File: src/design/xo_pkg.sv
`default_nettype none

package xo_pkg;

   localparam int WordBits = 64;
   localparam int ValueBits = WordBits - 1;
   localparam int RotOut = 23;
   localparam int ShiftT = 17;
   localparam int RotS3 = 45;
   localparam int StateWords = 4;
   localparam int SlotBits = $clog2(StateWords);

   typedef logic [WordBits-1:0] word_type;
   typedef logic [ValueBits-1:0] value_type;
   typedef logic [SlotBits-1:0] slot_type;

   typedef enum logic [0:0] {
      CMD_GENERATE = 1'b0,
      CMD_SEED     = 1'b1
   } command_type;

   typedef enum logic [1:0] {
      STATUS_GENERATED = 2'd0,
      STATUS_UNSEEDED  = 2'd1,
      STATUS_SEEDED    = 2'd2
   } status_type;

   // request handed to the state unit when it leaves the input register
   typedef struct packed {
      logic        step;
      command_type command;
      slot_type    seed_slot;
      word_type    seed_word;
   } state_req_type;

   // what the state unit shows for the request at its input
   typedef struct packed {
      status_type status;
      word_type   sum;
      word_type   s0;
   } state_rsp_type;

   function automatic word_type rotl(word_type x, int unsigned k);
      return (x << k) | (x >> (WordBits - k));
   endfunction

endpackage

`default_nettype wire

File: src/design/xoshiro256pp_generator.sv
// xoshiro256++ generator. Each request either loads one of the four 64-bit
// state words (tuser = 1, slot and word in tdata) or asks for one number
// (tuser = 0). Every request returns exactly one response: tdata carries the
// absolute value of the signed 64-bit output (most negative saturates to the
// largest positive), tuser the status: 0 number generated, 1 state all zero
// so nothing generated, 2 seed word stored. State resets to all zero. A new
// request is taken every cycle while rsp_tready back-pressure does not stall the
// pipeline; each request passes through the input register, the state/sum
// stage, the output add stage and the absolute-value stage of the pipeline.
`default_nettype none

module xoshiro256pp_generator
   import xo_pkg::*;
(
   input  wire logic        clock,
   input  wire logic        reset,
   input  wire logic        req_tvalid,
   output logic             req_tready,
   input  wire logic [71:0] req_tdata,  // seed_slot[1:0], seed_word[65:2], zero pad
   input  wire logic        req_tuser,  // command
   output logic             rsp_tvalid,
   input  wire logic        rsp_tready,
   output logic [63:0]      rsp_tdata,  // random_value[62:0], zero pad
   output logic [1:0]       rsp_tuser   // status
);

   logic          v1_ff;
   command_type   cmd1_ff;
   slot_type      slot1_ff;
   word_type      word1_ff;

   logic          v2_ff;
   status_type    status2_ff;
   word_type      sum2_ff;
   word_type      s02_ff;

   logic          v3_ff;
   status_type    status3_ff;
   word_type      raw3_ff;

   logic          v4_ff;
   status_type    status4_ff;
   value_type     value4_ff;

   logic          move12;
   logic          move23;
   logic          move34;
   logic          accept;
   state_req_type state_req;
   state_rsp_type state_rsp;
   word_type      raw_in;
   value_type     value_in;

   assign move34     = v3_ff && (!v4_ff || rsp_tready);
   assign move23     = v2_ff && (!v3_ff || move34);
   assign move12     = v1_ff && (!v2_ff || move23);
   assign req_tready = !v1_ff || move12;
   assign accept     = req_tvalid && req_tready;

   assign state_req.step      = move12;
   assign state_req.command   = cmd1_ff;
   assign state_req.seed_slot = slot1_ff;
   assign state_req.seed_word = word1_ff;

   xo_state u_state (
      .clock   (clock),
      .reset   (reset),
      .request (state_req),
      .result  (state_rsp)
   );

   always_comb begin
      if (status2_ff == STATUS_GENERATED) begin
         raw_in = rotl(sum2_ff, RotOut) + s02_ff;
      end else begin
         raw_in = '0;
      end
   end

   always_comb begin
      word_type neg;
      neg = -raw3_ff;
      if (!raw3_ff[WordBits-1]) begin
         value_in = raw3_ff[ValueBits-1:0];
      end else if (raw3_ff[ValueBits-1:0] == '0) begin
         value_in = '1;
      end else begin
         value_in = neg[ValueBits-1:0];
      end
   end

   always_ff @(posedge clock) begin
      if (reset) begin
         v1_ff <= 1'b0;
         v2_ff <= 1'b0;
         v3_ff <= 1'b0;
         v4_ff <= 1'b0;
      end else begin
         if (req_tready) begin
            v1_ff <= req_tvalid;
         end
         if (!v2_ff || move23) begin
            v2_ff <= move12;
         end
         if (!v3_ff || move34) begin
            v3_ff <= move23;
         end
         if (!v4_ff || rsp_tready) begin
            v4_ff <= move34;
         end
      end
   end

   always_ff @(posedge clock) begin
      if (accept) begin
         cmd1_ff  <= command_type'(req_tuser);
         slot1_ff <= req_tdata[SlotBits-1:0];
         word1_ff <= req_tdata[SlotBits +: WordBits];
      end
      if (move12) begin
         status2_ff <= state_rsp.status;
         sum2_ff    <= state_rsp.sum;
         s02_ff     <= state_rsp.s0;
      end
      if (move23) begin
         status3_ff <= status2_ff;
         raw3_ff    <= raw_in;
      end
      if (move34) begin
         status4_ff <= status3_ff;
         value4_ff  <= value_in;
      end
   end

   assign rsp_tvalid = v4_ff;
   assign rsp_tdata  = {1'b0, value4_ff};
   assign rsp_tuser  = status4_ff;

endmodule

`default_nettype wire

File: src/design/xo_state.sv
`default_nettype none

module xo_state
   import xo_pkg::*;
(
   input  wire logic          clock,
   input  wire logic          reset,
   input  wire state_req_type request,
   output state_rsp_type      result
);

   word_type state_ff [StateWords];
   word_type state_in [StateWords];
   logic     seeded;

   assign seeded = |{state_ff[0], state_ff[1], state_ff[2], state_ff[3]};

   always_comb begin
      word_type t;
      word_type s0;
      word_type s1;
      word_type s2;
      word_type s3;

      t  = state_ff[1] << ShiftT;
      s2 = state_ff[2] ^ state_ff[0];
      s3 = state_ff[3] ^ state_ff[1];
      s1 = state_ff[1] ^ s2;
      s0 = state_ff[0] ^ s3;
      s2 = s2 ^ t;
      s3 = rotl(s3, RotS3);

      for (int i = 0; i < StateWords; i++) begin
         state_in[i] = state_ff[i];
      end

      result.s0  = state_ff[0];
      result.sum = state_ff[0] + state_ff[3];
      if (request.command == CMD_SEED) begin
         result.status = STATUS_SEEDED;
      end else if (!seeded) begin
         result.status = STATUS_UNSEEDED;
      end else begin
         result.status = STATUS_GENERATED;
      end

      if (request.step) begin
         if (request.command == CMD_SEED) begin
            state_in[request.seed_slot] = request.seed_word;
         end else if (seeded) begin
            state_in[0] = s0;
            state_in[1] = s1;
            state_in[2] = s2;
            state_in[3] = s3;
         end
      end
   end

   always_ff @(posedge clock) begin
      for (int i = 0; i < StateWords; i++) begin
         if (reset) begin
            state_ff[i] <= '0;
         end else begin
            state_ff[i] <= state_in[i];
         end
      end
   end

endmodule

`default_nettype wire

File: config.mk
export PLATFORM = sky130hd
export DESIGN_NAME = xoshiro256pp_generator
export DESIGN_NICKNAME = d
export VERILOG_FILES = /design/src/design/xo_pkg.sv /design/src/design/xoshiro256pp_generator.sv /design/src/design/xo_state.sv
export SDC_FILE = /design/constraint.sdc
export NUM_CORES = 2
export LEC_CHECK = 0
export BUFFER_PORTS_ARGS = -buffer_cell sky130_fd_sc_hd__clkbuf_2
export CORE_ASPECT_RATIO = 0.5
export CORE_MARGIN = 2
export CORE_UTILIZATION = 45
export CTS_BUF_LIST = sky130_fd_sc_hd__clkbuf_2
export CTS_CLUSTER_SIZE = 8
export DETAILED_ROUTE_END_ITERATION = 12
export PLACE_DENSITY = 0.72
export SLEW_MARGIN = 20
export SYNTH_ARGS = -nofsm -noshare
export SYNTH_HDL_FRONTEND = slang
export SYNTH_SLANG_ARGS = --single-unit
File: constraint.sdc
create_clock -name clock -period 10 [get_ports clock]
set_clock_uncertainty 0.2 [all_clocks]
set_input_delay 0.5 -clock clock [delete_from_list [all_inputs] [get_ports clock]]
set_output_delay 0.5 -clock clock [all_outputs]
set_load 0.02 [all_outputs]
Word-level counts from Yosys, hierarchy flattened
Memories as Yosys holds them, arrays and structs flattened.
Index checks and enable logic that the tools add are counted.
{ "totals": {"ff_bits": 332, "n_memories": 1, "mem_bits_rw": 256, "inputBits": 77, "out_inout_bits": 68} }
{ "memory_table": {"columns": ["memory", "depth", "width", "rd", "rd_clocked_by_memory_dff", "wr", "line", "text"], "rows": [
  ["u_state.state_ff", 4, 64, 4, 0, 4, "xo_state.sv:12", "word_type state_ff [StateWords];"]
]} }
{ "op_classes": {"n_addsub": 3, "bitwise": 12, "order_cmp": 2, "n_mux": 16, "reduce_logical": 16} }
{ "op_table": {"columns": ["operator", "n"], "rows": [
  ["256-bit 2-to-1 mux", 3],
  ["64-bit 2-to-1 mux", 5],
  ["64-bit bitwise XOR", 5],
  ["256-bit bitwise mux", 1],
  ["256-bit OR reduction", 1],
  ["64-bit adder", 2],
  ["64-bit demux with 2-bit select", 1],
  ["63-bit 2-to-1 mux", 2],
  ["64-bit by 23-bit OR with 64-bit output", 1],
  ["64-bit by 45-bit OR with 64-bit output", 1],
  ["63-bit logical NOT", 1],
  ["63-bit negator", 1],
  ["1-bit logical AND", 5],
  ["1-bit logical NOT", 4],
  ["1-bit logical OR", 4],
  ["1-bit 2-to-1 mux", 4],
  ["1-bit OR", 4],
  ["3-bit greater-or-equal comparator (second input constant)", 1],
  ["3-bit by 1-bit less-than comparator with 1-bit output (second input constant)", 1],
  ["2-bit inverter with 3-bit output", 1],
  ["2-bit logical NOT", 1]
]} }

Depth between registers and ports, before layout
{ "logic_depth": {"depth_word": 9, "depth_mapped": 13} }

Cells and area by module
Synthesis repeated with hierarchy kept, for this count alone.
{ "hier_totals": {"cells_unflattened": 3795, "hier_area_um2": 35009.8} }
{ "by_module_without_submodules": {"columns": ["module", "area_each_um2", "n_inst", "cells_per_inst"], "rows": [
  ["xo_state", 19361.1, 1, 2561],
  ["xoshiro256pp_generator", 15648.8, 1, 1234]
]} }

Worst setup path after synthesis
Ideal clock, no wire load.
{ "synth_timing": {"path_type": "reg2reg", "start": "register v2_ff", "end": "memory u_state.state_ff[2][63] (netlist name)", "stages_incl_launch_ff": 9, "t_required_ns": 9.672, "synth_period_minus_slack_ns": 9.725, "path_slack_ns": 0.275, "arrival_time_ns": 9.397, "path_cell_list": "dfxtp_1 > a31oi_1 > nand2b_1 > a21oi_1 > clkbuf_1 > clkbuf_1 > o221ai_1 > o21ai_0 > nor2_1"} }
{ "synth_rtl": {"columns": ["item", "line", "text"], "rows": [
  ["from (decl)", "xoshiro256pp_generator.sv:32", "logic v2_ff;"],
  ["from (signal assigned)", "xoshiro256pp_generator.sv:103", "v2_ff <= move12;"],
  ["to (decl)", "xo_state.sv:12", null]
]} }

==> impl_metrics.env <==
export IMPL_netSwitchingFraction_pct=32.71
export IMPL_cts_made_buffers=140
export IMPL_combinational_share_of_power_pct=18.7
export IMPL_netlist_area_leader_share_pct=29.78
export IMPL_power_per_cell_area_nw_per_um2=151.9
export IMPL_timing_critical_path_mode_cell="sky130_fd_sc_hd__o21ai_0"
export IMPL_gr_util_all_layers_pct=29.42
export IMPL_timing_hold_violations_final=0
export IMPL_synth_edff_count=328
export IMPL_irDropWorstVdd_uv=116.0
export IMPL_switching_power_mw=1.860
export IMPL_min_period_ns=5.301
export IMPL_total_drc_errors_in_the_routed_layout=0
export IMPL_cp_end_kind="register"
export IMPL_static_leakage_power_nw=14.62
export IMPL_fp_dieArea_um2=75810
export IMPL_antenna_found_initial=6
export IMPL_crit_path_max_incr_delay_ns=0.88
export IMPL_grt_max_degree=189
export IMPL_clock_power_share_pct=30.7
export IMPL_cts_tree="yes"
export IMPL_critical_path_slowest_cell="sky130_fd_sc_hd__dfxtp_1"
export IMPL_worstPathMaxFanout=7
export IMPL_die_h_um=195.7
export IMPL_fmax_mhz=188.7
export IMPL_clock_tree_buffer_depth=3
export IMPL_ctsHoldBuffers=143
export IMPL_h_tree_depth=4
export IMPL_post_synthesis_async_set_or_reset_flop_share_pct=0
export IMPL_drtAntennaViolNets=0
export IMPL_path_cells="ha_1 -> fa_1 -> a21oi_1 -> o21ai_0 -> o21a_1 -> o21ai_0 -> o21ai_0 -> a21oi_1 -> o41ai_1 -> a31oi_1 -> o41ai_1 -> xor2_1"
export IMPL_drt_wirelength_per_cell_um=24.15
export IMPL_placement_io_buffers=137
export IMPL_synth_fp_nets=3618
export IMPL_core_area_um2=72870
export IMPL_detail_route_vias_per_cell=6.100
export IMPL_clkSlewWorstSetupHoldPaths_ns=0.13
export IMPL_synth_seq_area_share_pct=45.52
export IMPL_ioPinCount=145
export IMPL_post_synth_top_area_cell="sky130_fd_sc_hd__edfxtp_1"
export IMPL_num_rows=70
export IMPL_nNetsFinal=3866
export IMPL_areaGrowthSynthToFinish_pct=13.18
export IMPL_crit_share_post_route_pct=53.01
export IMPL_path_delay_family="compound AO/OA/AOI/OAI gates"
export IMPL_cap_violations=0
export IMPL_timing_critical_path_from_type="register"
export IMPL_worst_ep_arrival_time_ns=6.01
export IMPL_rsz_0062_raised_after_global_routing="false"
export IMPL_synth_ff_type="sky130_fd_sc_hd__edfxtp_1"
export IMPL_synthesis_yosys_warnings=0
export IMPL_post_cts_resize_count=0
export IMPL_p_int_mw=3.827
export IMPL_timing_final_setup_violations=0
export IMPL_top_cell_types_by_occurrence_after_synthesis="sky130_fd_sc_hd__nor2_1 (395), sky130_fd_sc_hd__edfxtp_1 (328), sky130_fd_sc_hd__o21ai_0 (285), sky130_fd_sc_hd__dfxtp_1 (260), sky130_fd_sc_hd__xnor2_1 (249)"
export IMPL_post_synth_cell_area_avg_um2=9.693
export IMPL_most_frequent_cell_after_synthesis="sky130_fd_sc_hd__nor2_1"
export IMPL_seq_power_share_pct=50.6
export IMPL_die_w_um=387.4
export IMPL_initial_utilization_pct=45.39
export IMPL_routed_via_count=28914
export IMPL_drt_first_iter_violations=3891
export IMPL_ys_ff_latch=588
export IMPL_setup_tns_ns=0
export IMPL_globalRouteOverflowTotal=0
export IMPL_dp_cells=4346
export IMPL_grt_pass1_wl_um=169100
export IMPL_drt_pre_antenna_iters=6
export IMPL_syn_area_um2=33070
export IMPL_layoutNonFillerInstCount=4740
export IMPL_max_slew_margin_vs_limit_pct=24.47
export IMPL_synthTopCellsByArea="sky130_fd_sc_hd__edfxtp_1 (30%), sky130_fd_sc_hd__dfxtp_1 (16%), sky130_fd_sc_hd__xnor2_1 (6.6%), sky130_fd_sc_hd__xor2_1 (6.0%), sky130_fd_sc_hd__ha_1 (4.8%)"
export IMPL_min_delay_path_class="input port to register"
export IMPL_post_route_cells_drive_above_1_share_pct=11.55
export IMPL_cp_data_required_time_ns=10.71
export IMPL_root_buffer="sky130_fd_sc_hd__clkbuf_2"
export IMPL_post_synthesis_cell_count=3412
export IMPL_grt_pass1_vias=27312
export IMPL_status="complete, no violations"
export IMPL_maxSlewViolCount=0
export IMPL_hpwlAfterDp_um=81890
export IMPL_post_synth_num_cell_types=74
export IMPL_worstPathBufferInverterCount=0
export IMPL_critical_path_class="register to register"
export IMPL_clkSinkCount=588
export IMPL_wl_um=114500
export IMPL_worstMarginPinSlew_ns=1.123
export IMPL_cts_repair_timing_setup_buffer_count=0
export IMPL_worstSkewPairLatency_ns=1.30
export IMPL_place_congestion=0.9934
## per-stage QoR
step                      area (µm²)  utilization [%]  power, mW  hold WS [ns]  worst slack (ns)
after detailed placement       34570            47.43      3.904        0.2118             5.062
after CTS                      37390            51.32      5.675      0.005469             4.937
final                          37430            51.37      5.687        0.1052             4.699
after global routing           37430            51.36      5.922       0.05198             4.472
after floorplan                33070                -      3.560        0.2003            0.2753
after global placement         34540            47.40      3.880        0.2050             5.118
## sequential cells by signal, indices dropped and copies added, names as in the netlist
register and count:
v3_ff 1, rsp_tvalid 1, word1_ff 64, status2_ff 2
v1_ff 1, status3_ff 2, s02_ff 64, raw3_ff 64
value4_ff 63, v2_ff 1, slot1_ff 2, u_state.state_ff 256
rsp_tuser 2, sum2_ff 64, cmd1_ff 1
## cell usage in the layout, fill, tap and decap left out, types with 69 or more instances in the layout
cell type                         n
sky130_fd_sc_hd__clkbuf_2       337
sky130_fd_sc_hd__nand2_1        243
sky130_fd_sc_hd__edfxtp_1       328
sky130_fd_sc_hd__nor2_1         395
sky130_fd_sc_hd__ha_1           127
sky130_fd_sc_hd__nor4_1          71
sky130_fd_sc_hd__a21oi_1        166
sky130_fd_sc_hd__mux2i_1         69
sky130_fd_sc_hd__dlygate4sd3_1  143
sky130_fd_sc_hd__xor2_1         225
sky130_fd_sc_hd__dfxtp_1        260
sky130_fd_sc_hd__xnor2_1        249
sky130_fd_sc_hd__o221ai_1       181
sky130_fd_sc_hd__o21ai_0        285
## layout make-up
cell class	count	area, µm²
antenna	3	7.507
clock buffer	201	1006
clock inverter	46	391.6
fill	6699	35440
inverter	41	153.9
multi-input combinational	2575	17170
sequential	588	15050
tap	972	1216
timing repair buffer	314	2435
## tightest hold or removal path, stage by stage
cell and delay [ns]:
sky130_fd_sc_hd__dlygate4sd3_1 0.53, sky130_fd_sc_hd__clkbuf_2 0.11, sky130_fd_sc_hd__and2_4 0.20
## worst paths after layout
path | slack (ns) | endpoint | depth (start not counted) | startpoint
min reg2reg | 0.25 | rsp_tuser[1] | 0 | status3_ff[1]
max reg2reg | 4.70 | sum2_ff[60] | 12 | u_state.state_ff[0][0]
max | 4.70 | sum2_ff[60] | 12 | u_state.state_ff[0][0]
min | 0.11 | slot1_ff[1] | 3 | req_tvalid
## logic make-up after synthesis
kind of cell	after synthesis	share of synthesized area, %
adders and majority gates	129	4.925
buffers and inverters	249	2.849
DFF	588	45.52
other	1	0.01134
AOI/OAI and AO/OA	948	18.63
and+or+nand+nor	953	13.39
muxes	70	2.122
xor gates and xnor gates	474	12.55
## metal layers
| metal | GRT usage [%] | routed length [µm] | vias up |
|---|---|---|---|
| met2 | 42.07 | 46510 | 1669 |
| li1 | - | - | 13225 |
| met5 | 0 | 13 | - |
| met3 | 8.355 | 14700 | 301 |
| met1 | 40.86 | 47650 | 13717 |
| met4 | 14.19 | 5584 | 2 |
## power by group through the flow
stage | Sequential (mW) | Combinational, mW | Clock, mW
2_1_floorplan | 2.85 | 0.711 | 0
3_3_place_gp | 2.92 | 0.965 | 0
3_5_place_dp | 2.92 | 0.983 | 0
4_1_cts | 2.87 | 1.03 | 1.78
5_1_grt | 2.88 | 1.15 | 1.89
6_report | 2.88 | 1.06 | 1.75
No activity file was read; power rests on OpenSTA's default activity.
